**config.mk**
```make
export PLATFORM = sky130hd
export DESIGN_NAME = gpf_back
export DESIGN_NICKNAME = d
export VERILOG_FILES = /design/src/hdl/gpf_pkg.sv /design/src/hdl/gpf_back.sv
export SDC_FILE = /design/constraint.sdc
export NUM_CORES = 1
export LEC_CHECK = 0
export BUFFER_PORTS_ARGS = -buffer_cell sky130_fd_sc_hd__buf_2
export CAP_MARGIN = 15
export CORE_MARGIN = 5
export CORE_UTILIZATION = 41
export CTS_BUF_LIST = sky130_fd_sc_hd__clkbuf_4
export DETAILED_ROUTE_END_ITERATION = 10
export PLACE_DENSITY = 0.85
export RECOVER_POWER = 100
export SLEW_MARGIN = 15
export SYNTH_ARGS = -nofsm -noshare
export SYNTH_HDL_FRONTEND = slang
export SYNTH_SLANG_ARGS = --single-unit
```
**constraint.sdc**
```tcl
create_clock -name clk -period 4.45 [get_ports clk]
set_input_delay 0.445 -clock clk [delete_from_list [all_inputs] [get_ports clk]]
set_output_delay 0.445 -clock clk [all_outputs]
set_load 0.1 [all_outputs]
```
**src/hdl/gpf_pkg.sv**
```systemverilog
// Grid peak finder: shared constants, field widths and the queue entry type.
// Used by every module of the peak finder but gpf_ram; depends on nothing.
`default_nettype none

package gpf_pkg;

	localparam int MAX_COLS    = 1024;
	localparam int MAX_ROWS    = 1024;
	localparam int SAMPLE_BITS = 32;

	localparam int ROW_W       = $clog2(MAX_ROWS);
	localparam int COL_W       = $clog2(MAX_COLS);
	localparam int DIM_W       = 11;
	localparam int IN_DATA_W   = 32;
	localparam int OUT_FIELD_W = 10;
	localparam int OUT_DATA_W  = 24;
	localparam int CFG_IDX_W   = 8;
	localparam int DIM_RESET   = 16;

	localparam logic [CFG_IDX_W-1:0] REG_NUM_ROWS = CFG_IDX_W'(0);
	localparam logic [CFG_IDX_W-1:0] REG_NUM_COLS = CFG_IDX_W'(1);

	localparam logic [SAMPLE_BITS-1:0] KEY_SIGN = {1'b1, {(SAMPLE_BITS-1){1'b0}}};

	// peak kinds, in release order
	localparam int PK_ABOVE = 0;
	localparam int PK_LEFT  = 1;
	localparam int PK_OWN   = 2;
	localparam int PK_NUM   = 3;

	localparam int QDEPTH = 4;
	localparam int QPTR_W = $clog2(QDEPTH);
	localparam int QCNT_W = $clog2(QDEPTH + 1);

	typedef struct packed {
		logic [PK_NUM-1:0] mask;
		logic [ROW_W-1:0]  row;
		logic [COL_W-1:0]  col;
	} gpf_entry_t;

	function automatic logic [DIM_W-1:0] clamp_dim(input logic [DIM_W-1:0] v,
			input logic [DIM_W-1:0] hi);
		logic [DIM_W-1:0] r;
		begin
			if (v == '0) begin
				r = DIM_W'(1);
			end else if (v > hi) begin
				r = hi;
			end else begin
				r = v;
			end
			return r;
		end
	endfunction

endpackage

`default_nettype wire

```
**src/hdl/gpf_back.sv**
```systemverilog
// Back end: walks the peak mask of the queue head and sends one peak per transfer,
// tlast on the last peak of a sample. Uses gpf_pkg.
`default_nettype none

module gpf_back (
	input  wire logic                             clk,
	input  wire logic                             arst_n,
	input  wire gpf_pkg::gpf_entry_t              head,
	input  wire logic                             head_valid,
	output logic                                  pop,
	output logic                                  m_axis_tvalid,
	input  wire logic                             m_axis_tready,
	output logic [gpf_pkg::OUT_DATA_W-1:0]        m_axis_tdata,
	output logic                                  m_axis_tlast
);

	localparam int OW = gpf_pkg::OUT_FIELD_W;

	logic [gpf_pkg::PK_NUM-1:0] done_q, rem, sel, rest;
	logic [OW-1:0]              peak_row, peak_col;
	logic                       xfer;

	assign rem = head.mask & ~done_q;

	always_comb begin
		sel = '0;
		priority if (rem[gpf_pkg::PK_ABOVE]) begin
			sel[gpf_pkg::PK_ABOVE] = 1'b1;
		end else if (rem[gpf_pkg::PK_LEFT]) begin
			sel[gpf_pkg::PK_LEFT] = 1'b1;
		end else begin
			sel[gpf_pkg::PK_OWN] = 1'b1;
		end
	end

	assign rest = rem & ~sel;

	always_comb begin
		peak_row = OW'(head.row);
		peak_col = OW'(head.col);
		if (sel[gpf_pkg::PK_ABOVE]) begin
			peak_row = OW'(head.row - gpf_pkg::ROW_W'(1));
		end
		if (sel[gpf_pkg::PK_LEFT]) begin
			peak_col = OW'(head.col - gpf_pkg::COL_W'(1));
		end
	end

	assign m_axis_tvalid = head_valid;
	assign m_axis_tlast  = (rest == '0);
	assign m_axis_tdata  = gpf_pkg::OUT_DATA_W'({peak_col, peak_row});
	assign xfer          = m_axis_tvalid && m_axis_tready;
	assign pop           = xfer && m_axis_tlast;

	always_ff @(posedge clk or negedge arst_n) begin
		if (!arst_n) begin
			done_q <= '0;
		end else if (xfer) begin
			done_q <= m_axis_tlast ? '0 : (done_q | sel);
		end
	end

endmodule

`default_nettype wire

```
==> metrics.txt, run 1 <==
status finished, final reports clean; Die Y 48.0 um; Worst EP required 4010 ps; Synth Area per Inst 7.60 sq um; GP Congestion 0.765; Net Sw Frac 65.8%; Vias 678; switching power 0.197 mW; antenna violations before repair 0; drt pass-1 iters 4; Min-Delay Endpoint done_q[2]$_DFFE_PN0P_; fin nets 160; Worst Reg-to-Reg Cells 3; CTS Buf Count 3; maximum vdd ir drop 0.214 mV; R2R setup slack 3320 ps; Setup CP Type reg2out; gr ovfl total 0; LEAKAGE 0.404 nW; DR top layer met3; Core Rows 13; yosys warns 0; setup total negative slack 0 ps; core area 1330 sq um; Post-synth EDFFs 0; largest net degree at the start of global routing 8; number of global-route vias before repair 574; Worst-Margin Slew 1180 ps; global-route wire length before repair 1980 um; CTS HTree Levels 1; Routed Antenna Nets 0; max reg flops 3; ys async rst share 100%; f_max 334 MHz; Skew-Pair Late Insertion Delay 230 ps; max-slew violation count 0; vias per inst 4.68; TritonCTS clock tree yes; critical path startpoint category flip-flop; skew final 1.23 ps; # IOs 54; capturing point of the worst reg2reg path done_q[1]$_DFFE_PN0P_; layout cells sized above 1 27.7%; hold path start done_q[2]$_DFFE_PN0P_; Clock Power Share 17.8%; Post-CTS Resized 0; Inst Count DP 140; Synth Instances 78; Worst setup EP type primary output; most flop-heavy register done_q; fin crit share 67.4%; PortBufs 49; Starting Density 44.5%; Power Internal 0.102 mW; met2 WL post-DR 859 um; Iter 0 DRT Violations 4; Largest regs done_q: 3 flops; Seq/Total Area, Yosys 12.7%; dpl hpwl 1410 um; Antenna Cells 0; area delta synth->final 41.8%; gr usage total 12.4%; Hold Path Stages 1; Reg clk slew, reported paths 40 ps; Die ar. 2310 sq um; Final Hold Vio Count 0; Max transition margin 21.8%; routed len/inst 11.0 um; RSZ-0062 raised after global routing false; Worst Path Max Fanout 7; Netlist cell types 26; reg2reg start done_q[1]$_DFFE_PN0P_; Setup violations, final 0; Final min period 3000 ps; clk root buf clkbuf_4; Seq pwr share 10.9%; DRC Markers 0; clock tree buffer depth 2; post-synth design cell area 593 sq um; WP data arrival 2550 ps; Comb pwr share 71.3%; Fillers 129; met3 WL 168 um; Die Span X 48.0 um; Clock Sinks 3; M1 wire length 567 um; Max-cap violations 0; Routed Wire Length 1600 um; Synth Flop Type dfrtp_1; PwrDens 356 nW/um^2; #FFs+latches synth 3; min-delay worst type reg2reg; non-filler cells, final 145
## per-layer routing
metal	track usage, %	vias up
met1	9.51	289
li1	-	363
met4	8.06	0
met3	3.38	0
met5	0	-
met2	25.6	26
## timing repair
item	CTS	global route
hold buffers	1	0
setup endpoints to repair	0	0
setup buffers	0	0
endpoints found under the hold margin	3	0
## critical path: stages, from the launching register on
cell      delay, ps
dfrtp_1         390
nand2b_4        170
or4_4           460
nor3_1          240
xor2_1          180
clkbuf_1        880
## kinds of logic after synthesis
group	synth area share (%)
compound gates	7.17
xor+xnor	25.1
fa+ha+maj	4.22
buf+inv	8.86
flops	12.7
other cells	0.632
simple gates	41.4
## power by group through the flow
stage	registers, mW	logic (mW)	clock network [mW]
2_1_floorplan	0.0322	0.184	0
3_3_place_gp	0.0325	0.216	0
3_5_place_dp	0.0328	0.218	0
4_1_cts	0.0325	0.219	0.0561
5_1_grt	0.0328	0.222	0.0583
6_report	0.0325	0.213	0.0533
## metrics by stage
step           cell area, sq um  util, %  setup slack, ps  power, mW  hold WS (ps)
5_1_grt                     841     63.0             1330      0.313           533
4_1_cts                     871     65.3             1860      0.308           497
2_1_floorplan               604        -              381      0.216           149
6_report                    841     63.0             1450      0.299           505
3_5_place_dp                831     62.3             1980      0.251           242
3_3_place_gp                831     62.3             2000      0.249           240
## cells in the final DEF (no fill, tap or decap)
master         Yosys  layout
nand3b_1           1       1
nand4_1            1       1
nand3_1            2       2
xor2_1            12      12
clkbuf_1           0      24
inv_1              4       4
a21oi_1            2       2
nand2_1            8       8
or4_4              2       2
nor4_4             1       1
nor2b_1            3       3
and2b_1            1       1
o21ai_0            5       5
nor3_1             6       6
nand2b_4           1       1
dfrtp_1            3       3
clkbuf_4           0       4
buf_2              0      25
nor2_1             5       5
or2_4              1       1
nor4_2             2       2
nand2b_1           2       2
or3_1              1       1
xnor2_1            5       5
dlygate4sd3_1      0       1
ha_1               2       2
nor4_1             1       1
conb_1             1       4
o31ai_1            1       1
## Yosys cell counts (all sizes together) (3+ instances only)
library cell | n | area share (%)
buf | 5 | 6.3
dfrtp | 3 | 13
xor2 | 12 | 18
nor3 | 6 | 5.1
nand2b | 3 | 4.4
nor2b | 3 | 3.2
inv | 4 | 2.5
o21ai | 5 | 4.2
nor4 | 4 | 8.9
xnor2 | 5 | 7.4
nor2 | 5 | 3.2
nand2 | 8 | 5.1
## area by class of cell
cell class / instances / area, sq um / area share, %
Timing Repair Buffer: 50 / 225 / 26.8
Inverter: 4 / 15.0 / 1.79
Tap cell: 15 / 18.8 / 2.23
Multi-Input combinational cell: 69 / 477 / 56.7
Clock buffer: 4 / 30.0 / 3.57
Sequential cell: 3 / 75.1 / 8.93
## worst max path at each step
stage / endpoint / cells after the start / from / slack (ps)
5_1_grt: m_axis_tdata[5] / 5 / done_q[0]$_DFFE_PN0P_ / 1330
3_3_place_gp: m_axis_tdata[19] / 6 / head[4] / 2000
6_report: m_axis_tdata[5] / 5 / done_q[0]$_DFFE_PN0P_ / 1450
4_1_cts: m_axis_tdata[5] / 5 / done_q[0]$_DFFE_PN0P_ / 1860
3_5_place_dp: m_axis_tdata[19] / 6 / head[4] / 1980
2_1_floorplan: pop / 4 / head[22] / 380
(Power assumes the default switching activity.)
==> inputs of run 2 (changes only) <==
--- a/config.mk
+++ b/config.mk
@@ -8,10 +8,10 @@
 export BUFFER_PORTS_ARGS = -buffer_cell sky130_fd_sc_hd__buf_2
 export CAP_MARGIN = 15
 export CORE_MARGIN = 5
-export CORE_UTILIZATION = 41
+export CORE_UTILIZATION = 38
 export CTS_BUF_LIST = sky130_fd_sc_hd__clkbuf_4
 export DETAILED_ROUTE_END_ITERATION = 10
-export PLACE_DENSITY = 0.85
+export PLACE_DENSITY = 0.8
 export RECOVER_POWER = 100
 export SLEW_MARGIN = 15
 export SYNTH_ARGS = -nofsm -noshare
==> constraint.sdc (replaced) <==
create_clock -name clk -period 2.8 [get_ports clk]
set_input_delay 0.28 -clock clk [delete_from_list [all_inputs] [get_ports clk]]
set_output_delay 0.28 -clock clk [all_outputs]
set_load 0.1 [all_outputs]
==> metrics.txt, run 2 (same netlist as run 1, synthesis figures left out) <==
status finished, final reports clean; setup total negative slack 0 ps; Max transition margin 22.2%; vias per inst 4.84; clk root buf clkbuf_4; CTS Buf Count 3; Post-CTS Resized 0; Iter 0 DRT Violations 9; WP data arrival 2150 ps; Worst-Margin Slew 1170 ps; PortBufs 49; Inst Count DP 141; maximum vdd ir drop 0.351 mV; reg2reg start done_q[1]$_DFFE_PN0P_; non-filler cells, final 146; post-CTS setup buffers 0; CTS Hold Bufs 1; PwrDens 532 nW/um^2; Routed Wire Length 1610 um; GP Congestion 0.819; drt pass-1 iters 2; f_max 411 MHz; Core Rows 14; core area 1490 sq um; Routed Antenna Nets 0; Final min period 2430 ps; RSZ-0062 raised after global routing false; antenna violations before repair 0; Skew-Pair Late Insertion Delay 230 ps; CTS HTree Levels 1; Die Span X 49.5 um; Die Y 49.5 um; Largest regs done_q: 3 flops; largest net degree at the start of global routing 8; Min-Delay Endpoint done_q[0]$_DFFE_PN0P_; Vias 706; layout cells sized above 1 44.6%; Worst Path Max Fanout 7; Max-cap violations 0; Worst EP required 2520 ps; DRC Markers 0; # IOs 54; max reg flops 3; Final Hold Vio Count 0; Setup CP Type reg2out; Setup violations, final 0; dpl hpwl 1460 um; hold path start m_axis_tready; Antenna Cells 0; gr ovfl total 0; area of the multi-input gates 528 sq um; routed len/inst 11.0 um; gr usage total 12.7%; Fillers 154; R2R setup slack 1680 ps; most frequent cells in the layout buf_2, clkbuf_2, clkbuf_1, nand2_1, xor2_1; Starting Density 39.8%; capturing point of the worst reg2reg path done_q[1]$_DFFE_PN0P_; Clock Sinks 3; Worst setup EP type primary output; min-delay worst type in2reg; max-slew violation count 0; clock tree buffer depth 2; Seq. cell area 75.1 sq um; TritonCTS clock tree yes; area delta synth->final 53.6%; most flop-heavy register done_q; Total Power 0.485 mW; critical path startpoint category flip-flop; LEAKAGE 0.458 nW; Worst Reg-to-Reg Cells 3; Hold Path Stages 3; Reg clk slew, reported paths 40 ps; Die ar. 2450 sq um; fin crit share 86.9%; fin nets 160; global-route wire length before repair 2520 um; number of global-route vias before repair 664; leading cell type in the layout, fill and taps excluded buf_2; skew final 0.189 ps
==> run 2: cell count changes in the layout (fill, tap and decap cells not counted), moves of 2 or more <==
cell | previous run | this run
xor2_2 | 0 | 5
xor2_1 | 12 | 7
clkbuf_1 | 24 | 10
clkbuf_2 | 0 | 14
o21ai_1 | 0 | 2
o21ai_0 | 5 | 3
==> run 2: stage by stage <==
step	worst slack, ps	area (sq um)	utilization [%]	hold slack (ps)
detailed placement	621	883	59.3	76.9
global route	248	911	61.2	359
finish	366	911	61.2	339
CTS	365	923	62.0	335
global placement	647	883	59.3	74.9
floorplan	2.85	656	-	-15.6
==> run 2: worst max-delay path, stage by stage (launching register included) <==
cell and delay (ps):
dfrtp_1 380, nand2b_4 170, or4_4 460, nor3_1 290
xor2_2 150, clkbuf_2 460
==> run 2: report_power, final <==
group | switching, mW | internal, mW
Clock | 0.0216 | 0.0630
Combinational | 0.291 | 0.0580
Sequential | 0.00312 | 0.0482
Total | 0.316 | 0.169
==> run 2: how the worst max path moves through the flow <==
stage                                     start               to
after detailed placement  done_q[0]$_DFFE_PN0P_  m_axis_tdata[5]
final                     done_q[0]$_DFFE_PN0P_  m_axis_tdata[5]
after floorplan           done_q[0]$_DFFE_PN0P_              pop
after global routing      done_q[0]$_DFFE_PN0P_  m_axis_tdata[5]
after CTS                 done_q[0]$_DFFE_PN0P_  m_axis_tdata[5]
after global placement    done_q[0]$_DFFE_PN0P_  m_axis_tdata[5]
==> run 2: cell type report <==
class	count	area share, %
clock buffers	4	3.30
repair buffers	50	26.6
multi-input cells	69	58.0
well taps	16	2.20
inverters	4	1.65
flip-flops and latches	3	8.24
==> run 2: per-layer routing <==
metal / global-route usage, % / routed length, um / up-vias
met5: 0 / 0 / -
met4: 6.55 / 21 / 0
met3: 3.61 / 167 / 2
met2: 24.2 / 866 / 29
met1: 11.8 / 556 / 313
li1: - / - / 362
