[src/hdl/gpf_pkg.sv]
// Grid peak finder: shared constants, field widths and the queue entry type.
// Used by every module of the peak finder but gpf_ram; depends on nothing.
`default_nettype none

package gpf_pkg;

	localparam int MAX_COLS    = 1024;
	localparam int MAX_ROWS    = 1024;
	localparam int SAMPLE_BITS = 32;

	localparam int ROW_W       = $clog2(MAX_ROWS);
	localparam int COL_W       = $clog2(MAX_COLS);
	localparam int DIM_W       = 11;
	localparam int IN_DATA_W   = 32;
	localparam int OUT_FIELD_W = 10;
	localparam int OUT_DATA_W  = 24;
	localparam int CFG_IDX_W   = 8;
	localparam int DIM_RESET   = 16;

	localparam logic [CFG_IDX_W-1:0] REG_NUM_ROWS = CFG_IDX_W'(0);
	localparam logic [CFG_IDX_W-1:0] REG_NUM_COLS = CFG_IDX_W'(1);

	localparam logic [SAMPLE_BITS-1:0] KEY_SIGN = {1'b1, {(SAMPLE_BITS-1){1'b0}}};

	// peak kinds, in release order
	localparam int PK_ABOVE = 0;
	localparam int PK_LEFT  = 1;
	localparam int PK_OWN   = 2;
	localparam int PK_NUM   = 3;

	localparam int QDEPTH = 4;
	localparam int QPTR_W = $clog2(QDEPTH);
	localparam int QCNT_W = $clog2(QDEPTH + 1);

	typedef struct packed {
		logic [PK_NUM-1:0] mask;
		logic [ROW_W-1:0]  row;
		logic [COL_W-1:0]  col;
	} gpf_entry_t;

	function automatic logic [DIM_W-1:0] clamp_dim(input logic [DIM_W-1:0] v,
			input logic [DIM_W-1:0] hi);
		logic [DIM_W-1:0] r;
		begin
			if (v == '0) begin
				r = DIM_W'(1);
			end else if (v > hi) begin
				r = hi;
			end else begin
				r = v;
			end
			return r;
		end
	endfunction

endpackage

`default_nettype wire

[src/hdl/gpf_fifo.sv]
// Short register queue of peak entries between the front end and the output.
// Uses gpf_pkg for the entry type and depth.
`default_nettype none

module gpf_fifo (
	input  wire logic                        clk,
	input  wire logic                        arst_n,
	input  wire logic                        push,
	input  wire gpf_pkg::gpf_entry_t         push_entry,
	input  wire logic                        pop,
	output gpf_pkg::gpf_entry_t              head,
	output logic                             head_valid,
	output logic [gpf_pkg::QCNT_W-1:0]       count
);

	gpf_pkg::gpf_entry_t              mem_q [gpf_pkg::QDEPTH];
	logic [gpf_pkg::QPTR_W-1:0]       wr_ptr_q, rd_ptr_q;
	logic [gpf_pkg::QCNT_W-1:0]       count_q;
	logic                             do_pop;

	assign do_pop     = pop && (count_q != '0);
	assign head       = mem_q[rd_ptr_q];
	assign head_valid = (count_q != '0);
	assign count      = count_q;

	always_ff @(posedge clk) begin
		if (push) begin
			mem_q[wr_ptr_q] <= push_entry;
		end
	end

	always_ff @(posedge clk or negedge arst_n) begin
		if (!arst_n) begin
			wr_ptr_q <= '0;
			rd_ptr_q <= '0;
			count_q  <= '0;
		end else begin
			if (push) begin
				wr_ptr_q <= gpf_pkg::QPTR_W'(wr_ptr_q + gpf_pkg::QPTR_W'(1));
			end
			if (do_pop) begin
				rd_ptr_q <= gpf_pkg::QPTR_W'(rd_ptr_q + gpf_pkg::QPTR_W'(1));
			end
			unique case ({push, do_pop})
				2'b10:   count_q <= gpf_pkg::QCNT_W'(count_q + gpf_pkg::QCNT_W'(1));
				2'b01:   count_q <= gpf_pkg::QCNT_W'(count_q - gpf_pkg::QCNT_W'(1));
				default: count_q <= count_q;
			endcase
		end
	end

endmodule

`default_nettype wire

[config.mk]
export PLATFORM = sky130hd
export DESIGN_NAME = gpf_fifo
export DESIGN_NICKNAME = d
export VERILOG_FILES = /design/src/hdl/gpf_pkg.sv /design/src/hdl/gpf_fifo.sv
export SDC_FILE = /design/constraint.sdc
export NUM_CORES = 1
export LEC_CHECK = 0
export BUFFER_PORTS_ARGS = -buffer_cell sky130_fd_sc_hd__buf_2
export CAP_MARGIN = 20
export CORE_MARGIN = 2
export CORE_UTILIZATION = 60
export CTS_CLUSTER_DIAMETER = 80
export DETAILED_ROUTE_END_ITERATION = 6
export PLACE_DENSITY = 0.89
export SYNTH_ARGS = -nofsm -noshare
export SYNTH_HDL_FRONTEND = slang
export SYNTH_SLANG_ARGS = --single-unit
[constraint.sdc]
create_clock -name clk -period 2.95 [get_ports clk]
set_input_delay 0 -clock clk [delete_from_list [all_inputs] [get_ports clk]]
set_output_delay 0 -clock clk [all_outputs]
set_load 0.03 [all_outputs]
==> results.md, run 1 <==
* Diode count at 0
* Final Cycle Share at a little over two thirds
* Met3 wire len at between 300 and 400 um
* Max-cap violations at 0
* Vias in the first global route at approximately 1900
* Fin. Hold Viols at 0
* Fmax at between 0.4 and 0.5 GHz
* DP Area at roughly 4100 um^2
* Fin area at approximately 4500 um^2
* Starting Density at between 60% and 70%
* RSZ-0062 raised after global routing: no
* Top post-synthesis cells by area: edfxtp_1 73%, mux4_2 11%, dfrtp_1 4.7%
* Worst setup path startpoint: rd_ptr_q[0]
* Total nets after synthesis at 190
* EDFF count, synth at 92
* Net count, final at between 200 and 300
* Setup TNS at 0 ns
* Number of DRC markers in iteration 0 at approximately 110
* Worst-case clock buffer depth at 2
* Die X-Extent at between 80 and 90 um
* Metal2 WL at between 3 and 4 mm
* Worst skew pair latency at ~0.34 ns
* Seq/Total Area, Yosys at 78.0%
* Row count at 28
* GRT Resource Usage Total at a little under a fifth
* Crit path capture type: primary output
* R2r startpoint: count[0]
* Clk sinks at 99
* Maximum VDD drop at 0.000693 V
* R2R setup slack at approximately 1.2 ns
* DR pass1 iterations at 4
* Via Count at 1800
* Final setup vio count at 0
* Area grow syn2layout at 19.8%
* CTS tree: built
* Yosys warning count at 0
* Cell Area, Synth at between 3000 and 4000 um^2
* Pins Over Slew Limit at 0
* Flops & latches, synth at 99
* CTS buffer count at 9
* Total Power at between 4 and 5 mW
* Die height at 83.2 um
* Port buffer count at between 50 and 60
* Via/cell ratio at approximately 5.5
* Worst Reg-to-Reg Cells at 7
* Worst Clk Skew at approximately 0.012 ns
* Synth cell count leaders: 92 x edfxtp_1, 18 x mux4_2, 7 x dfrtp_1
* Yosys cell types at 19
* Post-DP HPWL at between 3 and 4 mm
* Pleak at 1.63 nW
* Antenna violations before repair at 0
* Post-layout util at between 70% and 80%
* Root buf cell: clkbuf_8
* Hold WC Path Type: input port to register
* Total grt overflow at 0
* Worst r2r dst: count[2]
* DR WL/cell at around 19 um
* Most common cell in the netlist: edfxtp_1
* FFs w/ async S/R, synth at between 7 and 8%
* Post-Syn Instances at ~160
* Cell Pwr Density at around 950 nW/um^2
* Yosys top cell area share at 73.4%
* Relative slew margins at slightly below 30%
* Critical path required time at 2.95 ns
* DR top layer: met4
* Die area at ~7000 um^2
* WS Path Type: register to primary output
* Area leader, netlist: edfxtp_1
* Largest net degree at the start of global routing at 26
* First-pass GRT wire length at roughly 9.7 mm
* Status: completed
* H-tree depth at 3
* Met1 WL at 2.52 mm
* Max FO, Critical Path at 25
* Share of cells above drive strength 1 at between 30% and 40%
* Predominant post-synthesis flop cell: edfxtp_1
* Avg Cell Area, Syn at between 20 and 25 um^2
* Crit path to: head[19]
* CP arrival at between 2 and 2.5 ns
* Reg clk slew, reported paths at 0.08 ns
* Routed Antenna Nets at 0
* Core Box Area at around 6000 um^2
* Slew of the pin with the lowest slew margin at between 1 and 1.5 ns
* RePlAce Congestion at ~0.70
* Min cycle time layout at between 2 and 2.5 ns
* DRC violations left at 0
* WL final at 6.19 mm
* Fill count at 333
* Top Ports at between 50 and 60
* Critical path launch point type: register
==> placed cells by master (no fill, tap or decap), drive strengths merged <==
cell	Yosys	layout
or3	1	1
o31a	1	1
nor2	1	1
inv	6	6
ha	5	5
clkinvlp	0	1
mux2i	1	1
xor2	4	4
edfxtp	92	92
dfrtp	7	7
nand2	2	2
buf	6	57
fa	1	1
clkinv	0	3
clkbuf	0	11
o21ai	1	1
mux4	23	23
and2	4	4
xnor2	2	2
dlygate4sd3	0	27
==> state kept, by name, indices dropped and copies added, names as in the netlist <==
register  count
rd_ptr_q      2
mem_q        92
count         3
wr_ptr_q      2
==> routing by layer <==
layer	vias to the layer above	track usage, %
met5	-	0
li1	816	-
met3	10	3.88
met2	67	33.1
met1	907	22.8
met4	0	9.09
==> stage by stage <==
stage                     hold slack, ns  cells  worst slack, ns
after floorplan                   -0.296    157             1.11
after global placement            -0.160    283             1.19
after detailed placement          -0.154    283             1.17
after CTS                         0.0452    325            0.807
after global routing              0.0877    325            0.732
final                             0.0600    325            0.867
==> area by class of cell <==
class                      count  area, um^2  share of cell area, %
timing repair buffer          84         566                   12.5
tap                           75        93.8                   2.08
sequential                    99        2940                   65.2
multi-input combinational     46         738                   16.4
clock inverter                 4        18.8                  0.416
inverter                       6        22.5                  0.499
clock buffer                  11         131                   2.91
==> worst min-delay path by stage <==
stage | from | endpoint | slack, ns | cells past startpoint
floorplan | arst_n | count[0] | -0.30 | 0
global placement | arst_n | count[0] | -0.16 | 1
detailed placement | arst_n | count[1] | -0.15 | 1
CTS | pop | rd_ptr_q[0] | 0.05 | 3
global route | pop | rd_ptr_q[0] | 0.09 | 3
finish | pop | rd_ptr_q[0] | 0.06 | 3
==> power by group <==
part,switching [mW],internal [mW]
sequential,0.249,1.85
clock,0.398,0.294
combinational,0.880,0.612
==> critical path, stage by stage (launching register included) <==
cell	delay, ns
dfrtp_2	0.89
mux4_1	0.65
buf_2	0.19
==> cells by family (layout without fill, tap and decap cells) <==
| family | count (synthesis) | after routing | synth area share [%] |
|---|---|---|---|
| flops | 99 | 99 | 78.0 |
| xor+xnor | 6 | 6 | 1.40 |
| mux | 24 | 24 | 14.5 |
| simple gates | 8 | 8 | 1.13 |
| fa+ha+maj | 6 | 6 | 2.19 |
| buf+inv | 12 | 105 | 2.36 |
| compound gates | 2 | 2 | 0.365 |
==> what timing repair did <==
action / 4_1_cts / 5_1_grt
hold buffers: 27 / 0
setup buffers: 0 / 0
resized for setup: 0 / 0
endpoints found under the hold margin: 101 / 0
setup endpoints to repair: 0 / 0
(Power assumes the default switching activity.)
==> run 2: changes to the inputs <==
Settings changed: CORE_UTILIZATION 60 to 51, PLACE_DENSITY 0.89 to 0.81.
Clock period 2.95 ns to 1.8 ns, I/O delays scaled along.
==> run 2 against run 1 <==
  * Via count shrank 1.4%
  * Register-to-register slack got worse by 1.0 ns
  * Non-clock buffer count rose by 7
  * Critical endpoint is now head[18]
==> results.md, run 2 (synthesized netlist as in run 1, its figures left out) <==
* Status: completed
* CTS buffer count at 9
* Placed Cells at 313
* Starting Density at between 50% and 60%
* Worst skew pair latency at around 0.35 ns
* WS Path Type: register to primary output
* Worst setup path startpoint: rd_ptr_q[0]
* Core Box Area at just over 7000 um^2
* Most flops, register: mem_q
* Antenna violations before repair at 0
* Footprint of the multi-input gates at around 740 um^2
* Worst r2r dst: count[2]
* Fin. Hold Viols at 0
* Critical path required time at between 1.5 and 2 ns
* Post-layout util at between 60% and 70%
* Top Ports at 54
* Maximum VDD drop at around 0.00092 V
* Critical path launch point type: register
* Share of cells above drive strength 1 at roughly 40%
* GRT Resource Usage Total at 15.2%
* Via Count at between 1500 and 2000
* CTS tree: built
* Root buf cell: clkbuf_8
* RePlAce Congestion at 0.725
* First-pass GRT wire length at 9.10 mm
* Cell Pwr Density at ~1600 nW/um^2
* Worst Reg-to-Reg Cells at 7
* Reg clk slew, reported paths at 0.08 ns
* Relative slew margins at around 79%
* Worst Clk Skew at approximately 0.0098 ns
* Diode count at 0
* Post-DP HPWL at roughly 3.7 mm
* Fill count at slightly above 500
* Hold WC Path Type: input port to register
* H-tree depth at 3
* Max-cap violations at 0
* Routed Antenna Nets at 0
* Clk sinks at 99
* Max FO, Critical Path at 11
* Slowest stage delay, CP at between 0.5 and 0.6 ns
* Die height at roughly 90 um
* Crit path cell chain: buf_12 -> mux4_1 -> buf_2
* Via/cell ratio at 4.97
* Area grow syn2layout at 24.6%
* Slew of the pin with the lowest slew margin at roughly 0.32 ns
* DR pass1 iterations at 4
* Final setup vio count at 0
* Sequential Area at approximately 2900 um^2
* Pins Over Slew Limit at 0
* Die area at 8090 um^2
* Largest register FFs at 92
* DR WL/cell at roughly 17 um
* Die X-Extent at 89.9 um
* DP Area at about 4200 um^2
* Final Cycle Share at 96.1%
* DRC violations left at 0
* Worst-case clock buffer depth at 2
* Pleak at ~1.7 nW
* Most frequent cells in the layout: 92 x edfxtp_1, 53 x buf_2, 26 x dlygate4sd3_1
* Port buffer count at between 50 and 60
* Largest net degree at the start of global routing at 22
* Fin area at approximately 4700 um^2
* Crit path to: head[18]
* Fmax at a little under 0.6 GHz
* Vias in the first global route at about 1800
* R2r startpoint: count[1]
* Commonest non-fill, non-tap cell in the layout: edfxtp_1
* Number of DRC markers in iteration 0 at 47
* Min Hold Slack at just under 0.08 ns
* WL final at ~6.0 mm
* Row count at 31
* Final cell count without fillers at 357
* Min cycle time layout at 1.73 ns
* CP arrival at between 1.5 and 2 ns
* Crit path capture type: primary output
* R2R setup slack at ~0.14 ns
* Setup TNS at 0 ns
* Total grt overflow at 0
* Net count, final at roughly 290
* Critical-path top delay cell: mux4_1
[run 2: changes by cell type in the layout (fill, tap and decap cells not counted), moves of 2 or more]
cell      delta
buf_4        +4
buf_12       +3
clkinv_1     -3
clkinv_2     +2
dfrtp_1      -2
dfrtp_2      +2
[run 2: layout make-up]
class	count	share of cell area [%]
repair buffers	91	14.3
flip-flops and latches	99	62.7
clock buffers	10	2.72
clock inverters	6	1.36
well taps	99	2.64
multi-input cells	46	15.8
inverters	6	0.480
[run 2: power by group]
| part | internal, mW | leakage [nW] | switching (mW) |
|---|---|---|---|
| Combinational | 1.18 | 0.687 | 1.67 |
| Sequential | 3.03 | 0.924 | 0.184 |
| Clock | 0.643 | 0.0927 | 0.711 |
| Total | 4.85 | 1.70 | 2.56 |
[run 2: worst min path at each step]
stage                     cells past startpoint    from          end  slack, ns
after global routing                          4     pop  rd_ptr_q[0]       0.09
final                                         4     pop  rd_ptr_q[0]       0.08
after CTS                                     3     pop  rd_ptr_q[0]      0.009
after floorplan                               0  arst_n     count[0]      -0.30
after detailed placement                      1  arst_n     count[1]      -0.16
after global placement                        1  arst_n     count[1]      -0.16
[run 2: stage by stage]
stage | setup WS [ns] | total power, mW
after floorplan | 0.0137 | 5.31
after global placement | 0.124 | 6.00
after detailed placement | 0.0722 | 6.06
after CTS | 0.0152 | 7.45
after global routing | -0.0106 | 7.78
final | 0.0700 | 7.42
[run 2: worst max-delay path: cells and delay by family (launching register included)]
family | cells | cell delay [ns]
muxes | 1 | 0.57
buffers and inverters | 2 | 0.38
DFF | 1 | 0.44
[run 2: routing by layer]
layer | vias up | global-route usage (%) | wire length [um]
met5 | - | 0 | 0
met4 | 0 | 6.79 | 59
met3 | 7 | 3.10 | 216
met2 | 47 | 27.0 | 3290
met1 | 891 | 18.0 | 2410
li1 | 830 | - | -
[run 2: timing repair]
item                                   in CTS  in global routing
endpoints found under the hold margin     101                  0
setup endpoints to repair                   0                  4
hold buffers                               26                  0
setup buffers                               0                  1
resized for setup                           0                  2
==> run 3: changes to the inputs <==
==> constraint.sdc (replaced) <==
create_clock -name clk -period 1.8 [get_ports clk]
set_input_delay 0.09 -clock clk [delete_from_list [all_inputs] [get_ports clk]]
set_output_delay 0.09 -clock clk [all_outputs]
set_load 0.03 [all_outputs]
==> run 3 against run 2 <==
  * The run now ends with setup timing left
  * Largest power group is now combinational logic
  * Cell count is 2.5% higher
  * Worst setup slack lost 0.096 ns
  * Wire length grew 12%
  * Register-to-register slack got worse by 0.06 ns
  * Global-route usage rose by 2.3 points
  * Clock skew shrank 0.0029 ns
  * Non-clock buffer count up 9
==> results.md, run 3 (synthesized netlist as in run 1, its figures left out) <==
* Core Box Area at approximately 7200 um^2
* Routed Antenna Nets at 0
* Max-cap violations at 0
* Worst-case clock buffer depth at 2
* Clk sinks at between 90 and 100
* Most frequent cells in the layout: 92 x edfxtp_1, 33 x buf_2, 25 x dlygate4sd3_1
* Port buffer count at 53
* GRT met1 Usage at 20.3%
* Met2 Usage GRT at 31.1%
* Net count, final at between 200 and 300
* Root buf cell: clkbuf_8
* Die height at approximately 90 um
* Min cycle time layout at around 1.8 ns
* Row count at 31
* Largest net degree at the start of global routing at 21
* Status: complete, but fails checks
* Via/cell ratio at 5.20
* Total Power at 8.33 mW
* Cell Pwr Density at 1690 nW/um^2
* Top Ports at between 50 and 60
* Post-DP HPWL at approximately 3.8 mm
* DRC violations left at 0
* DR WL/cell at 18.3 um
* Diode count at 0
* Final Cycle Share at 101%
* Dpl ws at around 0.05 ns
* Worst Setup Slack, final at -0.0261 ns
* Hold WC Path Type: input port to async pin
* Crit path cell chain: buf_4 -> buf_12 -> mux4_1 -> buf_6
* CTS tree: built
* Total grt overflow at 0
* DR pass1 iterations at 7
* Critical path launch point type: register
* Via Count at 1905
* Placed Cells at around 310
* Fmax at between 0.5 and 0.6 GHz
* Fin. Hold Viols at 0
* RePlAce Congestion at around 0.73
* Violated checks: setup timing
* Combined buffer and inverter count along the critical path at 3
* Relative slew margins at between 70% and 80%
* Fin area at 4930 um^2
* H-tree depth at 3
* WL final at between 6 and 7 mm
* Area grow syn2layout at 31.0%
* Final cell count without fillers at 366
* Number of DRC markers in iteration 0 at a little over 100
* Most flops, register: mem_q
* Critical path required time at 1.71 ns
* Critical-path top delay cell: mux4_1
* GRT Resource Usage Total at approximately 18%
* Antenna violations before repair at 0
* GRT busiest layer: met2
* CP arrival at ~1.7 ns
* Starting Density at between 50% and 60%
* Reg clk slew, reported paths at ~0.080 ns
* Vias in the first global route at 1986
* RSZ-0062 raised after global routing: yes
* DP Area at roughly 4200 um^2
* Slowest stage delay, CP at around 0.56 ns
* Pleak at about 1.8 nW
* Share of cells above drive strength 1 at roughly 42%
* Die area at 8090 um^2
* Max FO, Critical Path at 5
* Pins Over Slew Limit at 0
* Worst skew pair latency at 0.36 ns
* Slew of the pin with the lowest slew margin at roughly 0.32 ns
* Final setup vio count at 8
* Crit path capture type: primary output
* CTS buffer count at 9
* Worst path top cell family by delay: multiplexers
* First-pass GRT wire length at roughly 10 mm
* Largest register FFs at slightly above 90
* Worst Clk Skew at 0.00686 ns
* Die X-Extent at 89.9 um
* WS Path Type: register to primary output
* Fill count at approximately 490
* Commonest non-fill, non-tap cell in the layout: edfxtp_1
* Maximum VDD drop at 0.000997 V
* M3 GR Usage at 5.45%
* Setup TNS at -0.121 ns
[run 3: cell count changes in the layout (fill, tap and decap cells not counted), sizes merged]
cell | previous run | this run
buf | 64 | 74
clkbuf | 11 | 13
clkinvlp | 2 | 0
bufinv | 1 | 2
clkinv | 2 | 1
dlygate4sd3 | 26 | 25
[run 3: routing by layer]
layer | routed length [um] | up-vias
met3 | 313 | 8
li1 | - | 853
met5 | 0 | -
met2 | 3560 | 65
met4 | 74 | 0
met1 | 2750 | 979
[run 3: power by group]
group	switching, mW	internal [mW]
clock	0.710	0.788
combinational	1.86	1.76
sequential	0.176	3.03
total	2.75	5.58
[run 3: final timing paths]
| kind | start | endpoint | slack (ns) | depth (start not counted) |
|---|---|---|---|---|
| worst max-delay path | rd_ptr_q[0] | head[22] | -0.03 | 4 |
| worst min-delay path | arst_n | count[1] | 0.09 | 2 |
| worst max register to register | count[1] | count[2] | 0.08 | 7 |
| worst min register to register | wr_ptr_q[0] | wr_ptr_q[0] | 0.54 | 1 |
| max in group asynchronous | arst_n | count[2] | 1.54 | 2 |
| min in group clk | pop | rd_ptr_q[1] | 0.14 | 4 |
[run 3: final cells by class]
type / instances / area (um^2) / share of cell area (%)
Clock buffer: 12 / 135 / 2.74
Clock inverter: 4 / 73.8 / 1.50
Inverter: 6 / 22.5 / 0.457
Multi-Input combinational cell: 46 / 729 / 14.8
Sequential cell: 99 / 2940 / 59.7
Tap cell: 99 / 124 / 2.51
Timing Repair Buffer: 100 / 905 / 18.3
[run 3: through the flow]
stage / hold WS (ns) / utilization (%)
floorplan: -0.206 / -
global placement: -0.0710 / 58.3
detailed placement: -0.0660 / 58.3
CTS: 0.0706 / 67.4
global route: 0.0976 / 68.3
finish: 0.0915 / 68.3
[run 3: repair_timing]
item                       4_1_cts  5_1_grt
pin swaps                        0        2
setup buffers                    2        7
gates resized for setup         43        5
hold buffers                    25        0
setup endpoints to repair       14       23
cloned                           2        1
hold endpoints to repair       100        0
